<file path="config.mk">
export PLATFORM = sky130hd
export DESIGN_NAME = duty_cycled_sensor_sampler_unit
export DESIGN_NICKNAME = d
export VERILOG_FILES = /design/src/rtl/core/dcss_pkg.sv /design/src/rtl/core/duty_cycled_sensor_sampler_unit.sv
export VERILOG_INCLUDE_DIRS = /design/src /design/src/rtl/core
export SDC_FILE = /design/constraint.sdc
export NUM_CORES = 1
export LEC_CHECK = 0
export BUFFER_PORTS_ARGS = -buffer_cell sky130_fd_sc_hd__buf_2
export CAP_MARGIN = 20
export CORE_ASPECT_RATIO = 1.25
export CORE_MARGIN = 3
export CORE_UTILIZATION = 58
export DETAILED_ROUTE_END_ITERATION = 12
export PLACE_DENSITY = 0.72
export SETUP_SLACK_MARGIN = 0.02
export SYNTH_ARGS = -nofsm -noshare
export SYNTH_HDL_FRONTEND = slang
export SYNTH_SLANG_ARGS = --single-unit
</file>
<file path="constraint.sdc">
create_clock -name clk -period 4.9 [get_ports clk]
set_clock_uncertainty 0.05 [all_clocks]
set_input_delay 0.49 -clock clk [delete_from_list [all_inputs] [get_ports clk]]
set_output_delay 0.49 -clock clk [all_outputs]
set_load 0.02 [all_outputs]
</file>
<file path="src/rtl/core/duty_cycled_sensor_sampler_unit_assert.svh">
// Assertion macros for the duty-cycled sensor sampler.
// Needs clk and arst_n in the scope of each use.
`ifndef DUTY_CYCLED_SENSOR_SAMPLER_UNIT_ASSERT_SVH
`define DUTY_CYCLED_SENSOR_SAMPLER_UNIT_ASSERT_SVH
`ifndef NO_ASSERTIONS
`define DCSS_ASSERT_NOW(label, expr, msg) \
	label: assert property (@(posedge clk) disable iff (!arst_n) (expr)) else $error(msg);
`define DCSS_ASSERT_NEXT(label, ante, cons, msg) \
	label: assert property (@(posedge clk) disable iff (!arst_n) (ante) |=> (cons)) \
		else $error(msg);
`else
`define DCSS_ASSERT_NOW(label, expr, msg)
`define DCSS_ASSERT_NEXT(label, ante, cons, msg)
`endif
`endif

</file>
<file path="src/rtl/core/dcss_pkg.sv">
// Shared types and constants of the duty-cycled sensor sampler.
// No dependencies.
package dcss_pkg;

	localparam int ADC_BITS_DEF  = 12;
	localparam int TICK_BITS_DEF = 32;
	localparam int SUM_BITS      = 32;
	localparam int CNT_BITS      = 16;
	localparam int AVG_BITS      = 16;
	localparam int WARN_BITS     = 8;
	localparam int CFG_IDX_BITS  = 3;
	localparam int CFG_BITS      = 16;
	localparam int DIV_STEPS     = 32;

	localparam logic [WARN_BITS-1:0] WARN_LIMIT = 8'd2;

	typedef enum logic [2:0] {
		PH_SLEEP   = 3'd0,
		PH_SETUP   = 3'd1,
		PH_MEASURE = 3'd2,
		PH_PROCESS = 3'd3,
		PH_WARNING = 3'd4,
		PH_SAVING  = 3'd5
	} phase_t;

	// Register indexes
	localparam logic [CFG_IDX_BITS-1:0] REG_THR_LOW  = 3'd0;
	localparam logic [CFG_IDX_BITS-1:0] REG_THR_HIGH = 3'd1;
	localparam logic [CFG_IDX_BITS-1:0] REG_THR_MAX  = 3'd2;
	localparam logic [CFG_IDX_BITS-1:0] REG_SETUP    = 3'd3;
	localparam logic [CFG_IDX_BITS-1:0] REG_WARNING  = 3'd4;
	localparam logic [CFG_IDX_BITS-1:0] REG_SLEEP    = 3'd5;
	localparam logic [CFG_IDX_BITS-1:0] REG_MEASURE  = 3'd6;
	localparam logic [CFG_IDX_BITS-1:0] REG_SAMPLES  = 3'd7;

	// Register reset values
	localparam logic [CFG_BITS-1:0] RST_THR_LOW  = 16'd0;
	localparam logic [CFG_BITS-1:0] RST_THR_HIGH = 16'hFFFF;
	localparam logic [CFG_BITS-1:0] RST_THR_MAX  = 16'd4095;
	localparam logic [CFG_BITS-1:0] RST_PERIOD   = 16'd0;
	localparam logic [CFG_BITS-1:0] RST_SAMPLES  = 16'd1;

endpackage

</file>
<file path="src/rtl/core/duty_cycled_sensor_sampler_unit.sv">
// Duty-cycled sensor sampler: one transaction in per millisecond tick, one result out.
// Each tick passes the compare, execute and finish states, plus a deadline state when a
// deadline is set, or the divide (32-step restoring divider) and average states when the
// average is computed; a new tick is taken only in idle, and finish stalls on the result register.
// One shared adder serves accumulation, deadlines and the tick; needs dcss_pkg and the assert header.
// Asynchronous active-low reset returns phase, tick, deadlines, config and flags to defaults.
`include "duty_cycled_sensor_sampler_unit_assert.svh"

module duty_cycled_sensor_sampler_unit #(
	parameter int ADC_BITS  = dcss_pkg::ADC_BITS_DEF,
	parameter int TICK_BITS = dcss_pkg::TICK_BITS_DEF
) (
	input  logic                                 clk,
	input  logic                                 arst_n,
	input  logic                                 in_valid,
	output logic                                 in_ready,
	input  logic [ADC_BITS-1:0]                  adc_sample,
	output logic                                 out_valid,
	input  logic                                 out_ready,
	output logic [2:0]                           phase,
	output logic                                 supply_on,
	output logic                                 record_valid,
	output logic                                 record_alarm,
	output logic                                 record_error,
	output logic [dcss_pkg::AVG_BITS-1:0]        record_average,
	output logic                                 error_flag,
	input  logic                                 cfg_valid,
	output logic                                 cfg_ready,
	input  logic [dcss_pkg::CFG_IDX_BITS-1:0]    cfg_index,
	input  logic [dcss_pkg::CFG_BITS-1:0]        cfg_data
);

	localparam int SB  = dcss_pkg::SUM_BITS;
	localparam int CB  = dcss_pkg::CNT_BITS;
	localparam int AB  = dcss_pkg::AVG_BITS;
	localparam int WB  = dcss_pkg::WARN_BITS;
	localparam int DCB = $clog2(dcss_pkg::DIV_STEPS);

	typedef enum logic [2:0] {
		ST_IDLE, ST_CMP, ST_EXEC, ST_DL, ST_DIV, ST_AVG, ST_FIN
	} state_t;

	typedef enum logic [1:0] {
		DL_SLEEP, DL_SETUP, DL_MEASURE, DL_WARNING
	} dl_sel_t;

	// Configuration
	logic [dcss_pkg::CFG_BITS-1:0] thr_low_q, thr_high_q, thr_max_q;
	logic [dcss_pkg::CFG_BITS-1:0] setup_per_q, warn_per_q, sleep_per_q, meas_per_q;
	logic [dcss_pkg::CFG_BITS-1:0] samples_q;

	// Sequencer and model state
	state_t                 state_q;
	dl_sel_t                dl_sel_q;
	dcss_pkg::phase_t       phase_q;
	logic [TICK_BITS-1:0]   tick_q;
	logic [TICK_BITS-1:0]   dl_sleep_q, dl_setup_q, dl_meas_q, dl_warn_q;
	logic [SB-1:0]          sum_q;
	logic [CB-1:0]          count_q;
	logic [AB-1:0]          avg_q;
	logic [WB-1:0]          warn_q;
	logic                   alarm_q, error_q, power_q, saved_q, gt_q;
	logic [ADC_BITS-1:0]    sample_q;

	// Divider
	logic [CB:0]            rem_q;
	logic [SB-1:0]          dq_q;
	logic [DCB-1:0]         div_cnt_q;

	// Output register
	logic                   out_valid_q;
	dcss_pkg::phase_t       out_phase_q;
	logic                   out_supply_q, out_rec_q, out_alarm_q, out_err_q, out_flag_q;
	logic [AB-1:0]          out_avg_q;

	// Shared adder
	logic [SB:0]            add_a, add_b, add_res;
	logic [TICK_BITS-1:0]   dl_cmp;
	logic [CB-1:0]          period_sel;
	logic [CB:0]            div_shift, div_diff;
	logic [AB-1:0]          avg_new;

	assign in_ready  = (state_q == ST_IDLE);
	assign cfg_ready = 1'b1;

	always_comb begin
		unique case (dl_sel_q)
			DL_SLEEP:   period_sel = sleep_per_q;
			DL_SETUP:   period_sel = setup_per_q;
			DL_MEASURE: period_sel = meas_per_q;
			DL_WARNING: period_sel = warn_per_q;
		endcase
	end

	always_comb begin
		unique case (state_q)
			ST_EXEC: begin
				add_a = {1'b0, sum_q};
				add_b = {{(SB + 1 - ADC_BITS){1'b0}}, sample_q};
			end
			ST_DL: begin
				add_a = {{(SB + 1 - TICK_BITS){1'b0}}, tick_q};
				add_b = {{(SB + 1 - CB){1'b0}}, period_sel};
			end
			default: begin
				add_a = {{(SB + 1 - TICK_BITS){1'b0}}, tick_q};
				add_b = (SB + 1)'(1);
			end
		endcase
	end
	assign add_res = add_a + add_b;

	always_comb begin
		unique case (phase_q)
			dcss_pkg::PH_SLEEP:   dl_cmp = dl_sleep_q;
			dcss_pkg::PH_SETUP:   dl_cmp = dl_setup_q;
			dcss_pkg::PH_MEASURE: dl_cmp = dl_meas_q;
			dcss_pkg::PH_WARNING: dl_cmp = dl_warn_q;
			default:              dl_cmp = '0;
		endcase
	end

	assign div_shift = {rem_q[CB-1:0], dq_q[SB-1]};
	assign div_diff  = div_shift - {1'b0, count_q};
	// Saturate a quotient wider than the average; a zero count averages to zero
	assign avg_new = (count_q == '0) ? '0 :
		((dq_q[SB-1:AB] != '0) ? '1 : dq_q[AB-1:0]);

	always_ff @(posedge clk or negedge arst_n) begin
		if (!arst_n) begin
			thr_low_q   <= dcss_pkg::RST_THR_LOW;
			thr_high_q  <= dcss_pkg::RST_THR_HIGH;
			thr_max_q   <= dcss_pkg::RST_THR_MAX;
			setup_per_q <= dcss_pkg::RST_PERIOD;
			warn_per_q  <= dcss_pkg::RST_PERIOD;
			sleep_per_q <= dcss_pkg::RST_PERIOD;
			meas_per_q  <= dcss_pkg::RST_PERIOD;
			samples_q   <= dcss_pkg::RST_SAMPLES;
		end else if (cfg_valid) begin
			unique case (cfg_index)
				dcss_pkg::REG_THR_LOW:  thr_low_q   <= cfg_data;
				dcss_pkg::REG_THR_HIGH: thr_high_q  <= cfg_data;
				dcss_pkg::REG_THR_MAX:  thr_max_q   <= cfg_data;
				dcss_pkg::REG_SETUP:    setup_per_q <= cfg_data;
				dcss_pkg::REG_WARNING:  warn_per_q  <= cfg_data;
				dcss_pkg::REG_SLEEP:    sleep_per_q <= cfg_data;
				dcss_pkg::REG_MEASURE:  meas_per_q  <= cfg_data;
				dcss_pkg::REG_SAMPLES:  samples_q   <= cfg_data;
			endcase
		end
	end

	always_ff @(posedge clk or negedge arst_n) begin
		if (!arst_n) begin
			state_q      <= ST_IDLE;
			dl_sel_q     <= DL_SLEEP;
			phase_q      <= dcss_pkg::PH_SLEEP;
			tick_q       <= '0;
			dl_sleep_q   <= '0;
			dl_setup_q   <= '0;
			dl_meas_q    <= '0;
			dl_warn_q    <= '0;
			sum_q        <= '0;
			count_q      <= '0;
			avg_q        <= '0;
			warn_q       <= '0;
			alarm_q      <= 1'b0;
			error_q      <= 1'b0;
			power_q      <= 1'b0;
			saved_q      <= 1'b0;
			gt_q         <= 1'b0;
			div_cnt_q    <= '0;
			out_valid_q  <= 1'b0;
			out_phase_q  <= dcss_pkg::PH_SLEEP;
			out_supply_q <= 1'b0;
			out_rec_q    <= 1'b0;
			out_alarm_q  <= 1'b0;
			out_err_q    <= 1'b0;
			out_flag_q   <= 1'b0;
			out_avg_q    <= '0;
		end else begin
			// drop the result once taken; the final step refills it itself
			if (out_valid_q && out_ready && state_q != ST_FIN) out_valid_q <= 1'b0;

			unique case (state_q)
				ST_IDLE: begin
					if (in_valid) begin
						sample_q <= adc_sample;
						saved_q  <= 1'b0;
						state_q  <= ST_CMP;
					end
				end
				ST_CMP: begin
					gt_q    <= (tick_q > dl_cmp);
					state_q <= ST_EXEC;
				end
				ST_EXEC: begin
					state_q <= ST_FIN;
					unique case (phase_q)
						dcss_pkg::PH_SLEEP: begin
							if (gt_q) begin
								sum_q    <= '0;
								count_q  <= '0;
								avg_q    <= '0;
								warn_q   <= '0;
								error_q  <= 1'b0;
								power_q  <= 1'b1;
								phase_q  <= dcss_pkg::PH_SETUP;
								dl_sel_q <= DL_SETUP;
								state_q  <= ST_DL;
							end
						end
						dcss_pkg::PH_SETUP, dcss_pkg::PH_MEASURE,
						dcss_pkg::PH_WARNING: begin
							if (gt_q) begin
								// take a sample, saturating sum and count
								sum_q <= add_res[SB] ? '1 : add_res[SB-1:0];
								if (count_q != '1) count_q <= count_q + CB'(1);
								phase_q  <= dcss_pkg::PH_MEASURE;
								dl_sel_q <= DL_MEASURE;
								state_q  <= ST_DL;
							end else if (phase_q == dcss_pkg::PH_MEASURE &&
									count_q >= samples_q) begin
								rem_q     <= '0;
								dq_q      <= sum_q;
								div_cnt_q <= '0;
								state_q   <= ST_DIV;
							end else if (phase_q == dcss_pkg::PH_WARNING &&
									warn_q >= dcss_pkg::WARN_LIMIT) begin
								saved_q <= 1'b1;
								phase_q <= dcss_pkg::PH_SAVING;
							end
						end
						dcss_pkg::PH_PROCESS: begin
							if (avg_q == '0 || avg_q > thr_max_q) begin
								if (warn_q != '1) warn_q <= warn_q + WB'(1);
								phase_q  <= dcss_pkg::PH_WARNING;
								dl_sel_q <= DL_WARNING;
								state_q  <= ST_DL;
							end else begin
								saved_q <= 1'b1;
								phase_q <= dcss_pkg::PH_SAVING;
							end
						end
						dcss_pkg::PH_SAVING: begin
							power_q <= 1'b0;
							if (warn_q >= dcss_pkg::WARN_LIMIT) error_q <= 1'b1;
							phase_q  <= dcss_pkg::PH_SLEEP;
							dl_sel_q <= DL_SLEEP;
							state_q  <= ST_DL;
						end
						default: phase_q <= dcss_pkg::PH_SLEEP;
					endcase
				end
				ST_DL: begin
					unique case (dl_sel_q)
						DL_SLEEP:   dl_sleep_q <= add_res[TICK_BITS-1:0];
						DL_SETUP:   dl_setup_q <= add_res[TICK_BITS-1:0];
						DL_MEASURE: dl_meas_q  <= add_res[TICK_BITS-1:0];
						DL_WARNING: dl_warn_q  <= add_res[TICK_BITS-1:0];
					endcase
					state_q <= ST_FIN;
				end
				ST_DIV: begin
					// one restoring step: shift in the next dividend bit
					if (!div_diff[CB]) begin
						rem_q <= div_diff;
						dq_q  <= {dq_q[SB-2:0], 1'b1};
					end else begin
						rem_q <= div_shift;
						dq_q  <= {dq_q[SB-2:0], 1'b0};
					end
					div_cnt_q <= div_cnt_q + DCB'(1);
					if (div_cnt_q == DCB'(dcss_pkg::DIV_STEPS - 1)) state_q <= ST_AVG;
				end
				ST_AVG: begin
					avg_q   <= avg_new;
					alarm_q <= !(avg_new <= thr_high_q && avg_new >= thr_low_q);
					phase_q <= dcss_pkg::PH_PROCESS;
					state_q <= ST_FIN;
				end
				ST_FIN: begin
					// hold until the output register is free
					if (!out_valid_q || out_ready) begin
						out_valid_q  <= 1'b1;
						out_phase_q  <= phase_q;
						out_supply_q <= power_q;
						out_rec_q    <= saved_q;
						out_alarm_q  <= saved_q && alarm_q;
						out_err_q    <= saved_q && error_q;
						out_avg_q    <= saved_q ? avg_q : '0;
						out_flag_q   <= error_q;
						tick_q       <= add_res[TICK_BITS-1:0];
						state_q      <= ST_IDLE;
					end
				end
				default: state_q <= ST_IDLE;
			endcase
		end
	end

	assign out_valid      = out_valid_q;
	assign phase          = out_phase_q;
	assign supply_on      = out_supply_q;
	assign record_valid   = out_rec_q;
	assign record_alarm   = out_alarm_q;
	assign record_error   = out_err_q;
	assign record_average = out_avg_q;
	assign error_flag     = out_flag_q;

	`DCSS_ASSERT_NOW(a_record_in_saving,
		!(out_valid && record_valid) || phase == dcss_pkg::PH_SAVING,
		"record outside saving phase")
	`DCSS_ASSERT_NOW(a_supply_follows_phase,
		!out_valid || (supply_on == (phase != dcss_pkg::PH_SLEEP)),
		"supply does not match phase")
	`DCSS_ASSERT_NEXT(a_busy_after_accept, in_valid && in_ready, !in_ready,
		"ready held during tick processing")

endmodule

</file>
## Yosys cells after proc, flatten, opt, wreduce, memory -nomap -nowiden

Cells that the tools add are included.

| storage, ports and cells | value |
|---|---|
| register bits after elaboration | 463 |
| word-level logic and storage cells | 218 |
| output and inout bits | 27 |
| bits of input ports | 36 |

| cells by class | value |
|---|---|
| $add $sub $neg | 5 |
| equality and inequality tests | 47 |
| $lt $le $gt $ge | 6 |
| reductions and logical operators | 53 |
| multiplexer cells | 70 |

Operators by type and width:

| operator | number |
|---|---|
| two-way mux 32 bit | 7 |
| two-way mux 16 bit | 11 |
| case mux 16 bit (2 select lines) | 4 |
| case mux 32 bit (2 select lines) | 2 |
| case mux 32 bit (4 select lines) | 1 |
| case mux 16 bit (4 select lines) | 1 |
| adder 33 bit | 1 |
| greater-or-equal comparator 16 bit | 2 |
| > comparator 32 bit | 1 |
| zero test 16 bit | 2 |
| two-way mux 3 bit | 10 |
| equality test 3 bit (second input constant) | 9 |
| AND reduction 2 bit | 13 |
| two-way mux 8 bit | 3 |
| inequality test 2 bit (second input constant) | 12 |
| AND reduction 5 bit | 4 |
| equality test 3 x 2 -> 1 bit (second input constant) | 6 |
| inequality test 3 bit (second input constant) | 6 |
| case mux 3 bit (6 select lines) | 1 |
| subtractor 17 x 16 -> 17 bit | 1 |
| adder 16 x 1 -> 16 bit (second input constant) | 1 |
| > comparator 16 bit | 1 |
| <= comparator 16 bit | 1 |
| inequality test 16 bit (second input constant) | 1 |
| other kinds (34) | 80 |

## Longest topological paths before layout

| logic depth | value |
|---|---|
| depth in word-level cells | 7 |
| mapped depth | 20 |
| gate-level depth less buffers | 16 |

## Worst setup path before layout

OpenSTA, ideal clock, no wires.

| timing path | value |
|---|---|
| path type | register -> register |
| start | register state_q[1] |
| end | register dq_q[0], enable pin |
| arrival time | 3.873 ns |
| clock period less this slack | 4.376 ns |
| required time | 4.396 ns |
| path buffers | 3 |
| setup slack | 0.524 ns |
| stages on the path, launching flop included | 10 |
| cells stage by stage | dfrtp_1 -> buf_4 -> inv_2 -> nor3_4 -> buf_2 -> buf_1 -> nand2_1 -> o41ai_1 -> a21oi_1 -> nor2_1 |

| between the ends | value |
|---|---|
| cells in the longest elaborated chain, start to end | 3 |
| elaborated cells on any way between the ends | 7 |
| classes of those cells | eq/ne (5); reduce/logical (2) |

Ends and longest elaborated chain:

| element | line | RTL |
|---|---|---|
| start: declaration | duty_cycled_sensor_sampler_unit.sv:53 | `state_t state_q;` |
| start signal: assignment | duty_cycled_sensor_sampler_unit.sv:155 | `state_q <= ST_IDLE;` |
| start signal: assignment | duty_cycled_sensor_sampler_unit.sv:190 | `state_q <= ST_CMP;` |
| start signal: assignment | duty_cycled_sensor_sampler_unit.sv:195 | `state_q <= ST_EXEC;` |
| equality test 3 x 2 -> 1 bit / equality test 3 bit (equally long branches) | duty_cycled_sensor_sampler_unit.sv:185 | `unique case (state_q)` |
| inequality test 2 x 1 -> 1 bit (no source line), or another cell as far along | n/a |  |
| AND reduction 5 bit (no source line) (*) | n/a |  |
| end signal: assignment | duty_cycled_sensor_sampler_unit.sv:225 | `dq_q <= sum_q;` |
| end signal: assignment | duty_cycled_sensor_sampler_unit.sv:268 | `dq_q <= {dq_q[SB-2:0], 1'b1};` |
| end signal: assignment | duty_cycled_sensor_sampler_unit.sv:271 | `dq_q <= {dq_q[SB-2:0], 1'b0};` |
| end: declaration | duty_cycled_sensor_sampler_unit.sv:67 | `logic [SB-1:0] dq_q;` |

Every way passes the cells marked *; elsewhere a longest branch is shown, timed or not.
A chain may end at the register's enable or synchronous reset.

## Final worst setup path

| timing path | value |
|---|---|
| start | register dl_sel_q[0] |
| end | register sum_q[20] |

| between the ends | value |
|---|---|
| cells in the longest elaborated chain, start to end | 7 |
| elaborated cells on any way between the ends | 10 |
| classes of those cells | add/sub (1); eq/ne (3); mux (5); reduce/logical (1) |

Ends and longest elaborated chain:

| element | line | RTL |
|---|---|---|
| start: declaration | duty_cycled_sensor_sampler_unit.sv:54 | `dl_sel_t dl_sel_q;` |
| start signal: assignment | duty_cycled_sensor_sampler_unit.sv:156 | `dl_sel_q <= DL_SLEEP;` |
| start signal: assignment | duty_cycled_sensor_sampler_unit.sv:209 | `dl_sel_q <= DL_SETUP;` |
| start signal: assignment | duty_cycled_sensor_sampler_unit.sv:220 | `dl_sel_q <= DL_MEASURE;` |
| equality test 2 bit, or another cell as far along | duty_cycled_sensor_sampler_unit.sv:87 | `unique case (dl_sel_q)` |
| case mux 16 bit (4 select lines) (*) | duty_cycled_sensor_sampler_unit.sv:87 |  |
| case mux 16 bit (2 select lines) (*) | duty_cycled_sensor_sampler_unit.sv:96 | `unique case (state_q)` |
| adder 33 bit (*) | duty_cycled_sensor_sampler_unit.sv:111 | `assign add_res = add_a + add_b;` |
| two-way mux 32 bit (*) | duty_cycled_sensor_sampler_unit.sv:217 | `sum_q <= add_res[SB] ? '1 : add_res[SB-1:0];` |
| two-way mux 32 bit (*) | duty_cycled_sensor_sampler_unit.sv:215 | `if (gt_q) begin` |
| case mux 32 bit (2 select lines) (*) | duty_cycled_sensor_sampler_unit.sv:199 | `unique case (phase_q)` |
| end signal: assignment | duty_cycled_sensor_sampler_unit.sv:217 |  |
| end: declaration | duty_cycled_sensor_sampler_unit.sv:58 | `logic [SB-1:0] sum_q;` |

Every way passes the cells marked *; elsewhere a longest branch is shown, timed or not. The select of a mux whose other input is x is not followed.

==> reports/results.ini <==
[timing]
min_period_over_period = 0.916
worst_pin_slew_ns = 1.07
final.min_clock_period_ns = 4.49
setup_viol = 0
final.hold.worst_slack_ns = 0.0516
slew-limit-headroom = 0.280
grt_setup_unrepaired = false
setup_total_negative_slack_ns = 0
slew_violations = 0
final-hold-violation-count = 0
timing.fmax_ghz = 0.223

[logic_synthesis]
synth_mux_area_frac = 0.0864
post_synth_fa_ha_maj_area_fraction = 0.0718
synth_top_flop_cell = dfrtp_1
yosys.area.top_type = dfrtp_1
post_synth_main_area_contributors = dfrtp_1, edfxtp_1, ha_1, nand2_1, mux2_2
netlist_area_um2 = 23900
synth_top_family_by_area = compound AO/OA/AOI/OAI gates
ys_top_cells_by_count = nand2_1, dfrtp_1, o21ai_0
syn-num-nets = 2533
leading_cell_type_by_number_of_instances_after_synthesis = nand2_1
ys_seq_area_frac = 0.498
synth_xor_xnor_area_share = 0.0216
avgSynthCellArea_um2 = 10.1
synth_warnings = 0
synth_top_cell_area_share = 0.391
synth-compound-area-share = 0.143
postSynthRegisterBits = 463
synth-simple-area-share = 0.140
async_reset_ff_frac = 0.870
number_of_instances_in_the_synthesized_netlist = 2361
synth.distinct_cells = 79
synth-edff-count = 60

[global_routing]
grt_first_pass_wirelength_mm = 99.9
antenna_found_initial = 0
number_of_global_route_vias_before_repair = 18600
grt_usage = 0.287
gr-total-overflow = 0
pin_count_of_the_biggest_net_entering_global_routing = 173

[setup_path]
timing.critical_path.cells = buf_4, buf_4, mux4_2, a22o_1, ha_1, a21o_1, a21oi_1, nand2b_1, o211a_1, o31a_1, nor4b_4, a21o_1, a21oi_1, a311oi_1
max_stage_delay_ns = 0.61
crit_type = reg -> reg
worstSetupEndpointType = flip-flop
kind_of_launch_point_of_the_worst_setup_path = flip-flop
rr_startpoint = dl_sel_q[0]
worst_ep_required_time_ns = 5.30
cp_num_buf_inv = 2
worst_path_dominant_cell_family = compound AO/OA/AOI/OAI gates
path_max_fanout = 9
worst_ep_arrival_time_ns = 4.89
cp_slowest_cell = nor4b_4
critical_path_startpoint = dl_sel_q[0]

[power]
power.total_w = 0.0163
peakVddDrop_uv = 424
power_per_cell_area_nw_per_um2 = 613
p_leak_nw = 12.2

[clock_network]
clkSinkCount = 463
cts_inserted_buffers = 47
clk_transition_reported_paths_ns = 0.07
htreeDepth = 2
cts_tree = done
insertion_delay_ns = 0.57
cell_at_the_root_of_the_clock_tree = clkbuf_16
max-clock-path-buffers = 3

[final_layout]
fillerInstances = 3205
insertedDiodeCount = 0
final_layout_size_suffix_gt1_frac = 0.166
nNetsFinal = 2571
instances_no_fill = 2982
final-seq-area_um2 = 11900
multi_input_gate_area_in_the_final_layout_um2 = 11200
layout-area-overhead-vs-synth_pct = 11.1

[drt]
detail-route-antenna-nets = 0
post_drt_wl_per_cell_um = 20.9
drt_first_pass_iters = 5
drc = 0
wirelength_mm = 62.3
vias = 18300
vias_per_cell = 6.13
initialDrtViolationCount = 1467

[place]
port_buffers = 61
place_inst = 2888
detailedPlacementHpwl_mm = 42.9
gp_congestion = 0.919

[flow_run]
maxCapViolCount = 0

[die]
die_height_um = 233
core.rowCount = 82
start_util = 0.592
boundaryPins = 63
die-area_um2 = 43700
fp.dieW_um = 188
area_of_the_core_region_um2 = 40400

[worst_hold_path]
min_path_type = in -> reg
timing.hold.worst.start = adc_sample[9]

[status]
status = complete, no violations

-- worst reg2reg max path: cells and delay by family, from the launching register on --
family | cells | cell delay (ns)
AOI/OAI and AO/OA | 8 | 1.64
and+or+nand+nor | 2 | 0.77
muxes | 1 | 0.55
buffers and inverters | 2 | 0.49
DFF | 1 | 0.45
adders and majority gates | 1 | 0.42
-- per-layer routing --
layer  GRT usage  vias up  share of wire
met5           0        -              0
met4       0.115        0          0.039
met3      0.0371      163          0.060
met2       0.480      590           0.48
met1       0.382     9043           0.42
li1            -     8474              -
-- layout by cell type, fill, tap and decap left out, drive strengths merged, types with 29 or more instances in the layout --
master  netlist  routed
dfstp        29      29
a21o         44      44
buf          22     113
dfrtp       374     374
xnor2        39      39
edfxtp       60      60
mux2        139     139
nor3         33      33
clkbuf      103      67
ha          134     134
inv         113     115
a21oi        90      90
nand2       431     431
nand3        98      98
nor2         73      73
a221oi       32      32
o21ai       227     227
a22o         41      41
nand4        31      31
-- layout make-up --
cell class	count	share of cell area
tap	546	0.0257
multi-input combinational	1660	0.421
sequential	463	0.449
clock buffer	67	0.0513
inverter	113	0.0160
clock inverter	19	0.00852
timing repair buffer	114	0.0291
-- kinds of logic after synthesis --
family / after synthesis
AO/OA/AOI/OAI: 543
XOR/XNOR: 58
adder cells (fa/ha/maj): 136
buffers and inverters: 238
flip-flops: 463
multiplexers: 169
other: 1
AND/OR/NAND/NOR: 753
-- flip-flops by register name (all words and copies together) (netlist names), 32 cells and up --
register    cells
dq_q           32
sum_q          32
dl_meas_q      32
dl_setup_q     32
dl_warn_q      32
tick_q         32
dl_sleep_q     32
-- worst paths after layout --
path | slack (ns) | to | cells after the start
setup / recovery | 0.41 | sum_q[20] | 14
hold / removal | 0.05 | sample_q[9] | 1
setup reg to reg | 0.41 | sum_q[20] | 14
hold reg to reg | 0.41 | record_average[2] | 2
max in group asynchronous | 2.95 | dl_meas_q[11] | 3
min in group asynchronous | 0.42 | record_average[9] | 2
-- power breakdown --
part | switching, W | leakage, nW | total (W) | internal [W]
sequential | 0.000795 | 5.69 | 0.00581 | 0.00501
clock | 0.00151 | 0.780 | 0.00371 | 0.00220
combinational | 0.00422 | 5.73 | 0.00675 | 0.00253
-- timing repair --
| action | 4_1_cts | 5_1_grt |
|---|---|---|
| buffers inserted | 0 | 4 |
| setup endpoints to repair | 0 | 6 |
| resized for setup | 0 | 0 |
| endpoints found under the hold margin | 56 | 0 |
| hold buffers | 1 | 0 |
-- through the flow --
stage / setup WS (ns) / util / instance area [um^2]
2_1_floorplan: 0.524 / - / 23900
3_3_place_gp: 0.554 / 0.616 / 24900
3_5_place_dp: 0.463 / 0.616 / 24900
4_1_cts: 0.417 / 0.655 / 26500
5_1_grt: 0.0973 / 0.657 / 26600
6_report: 0.414 / 0.657 / 26600
No activity file was read; power rests on OpenSTA's default activity.
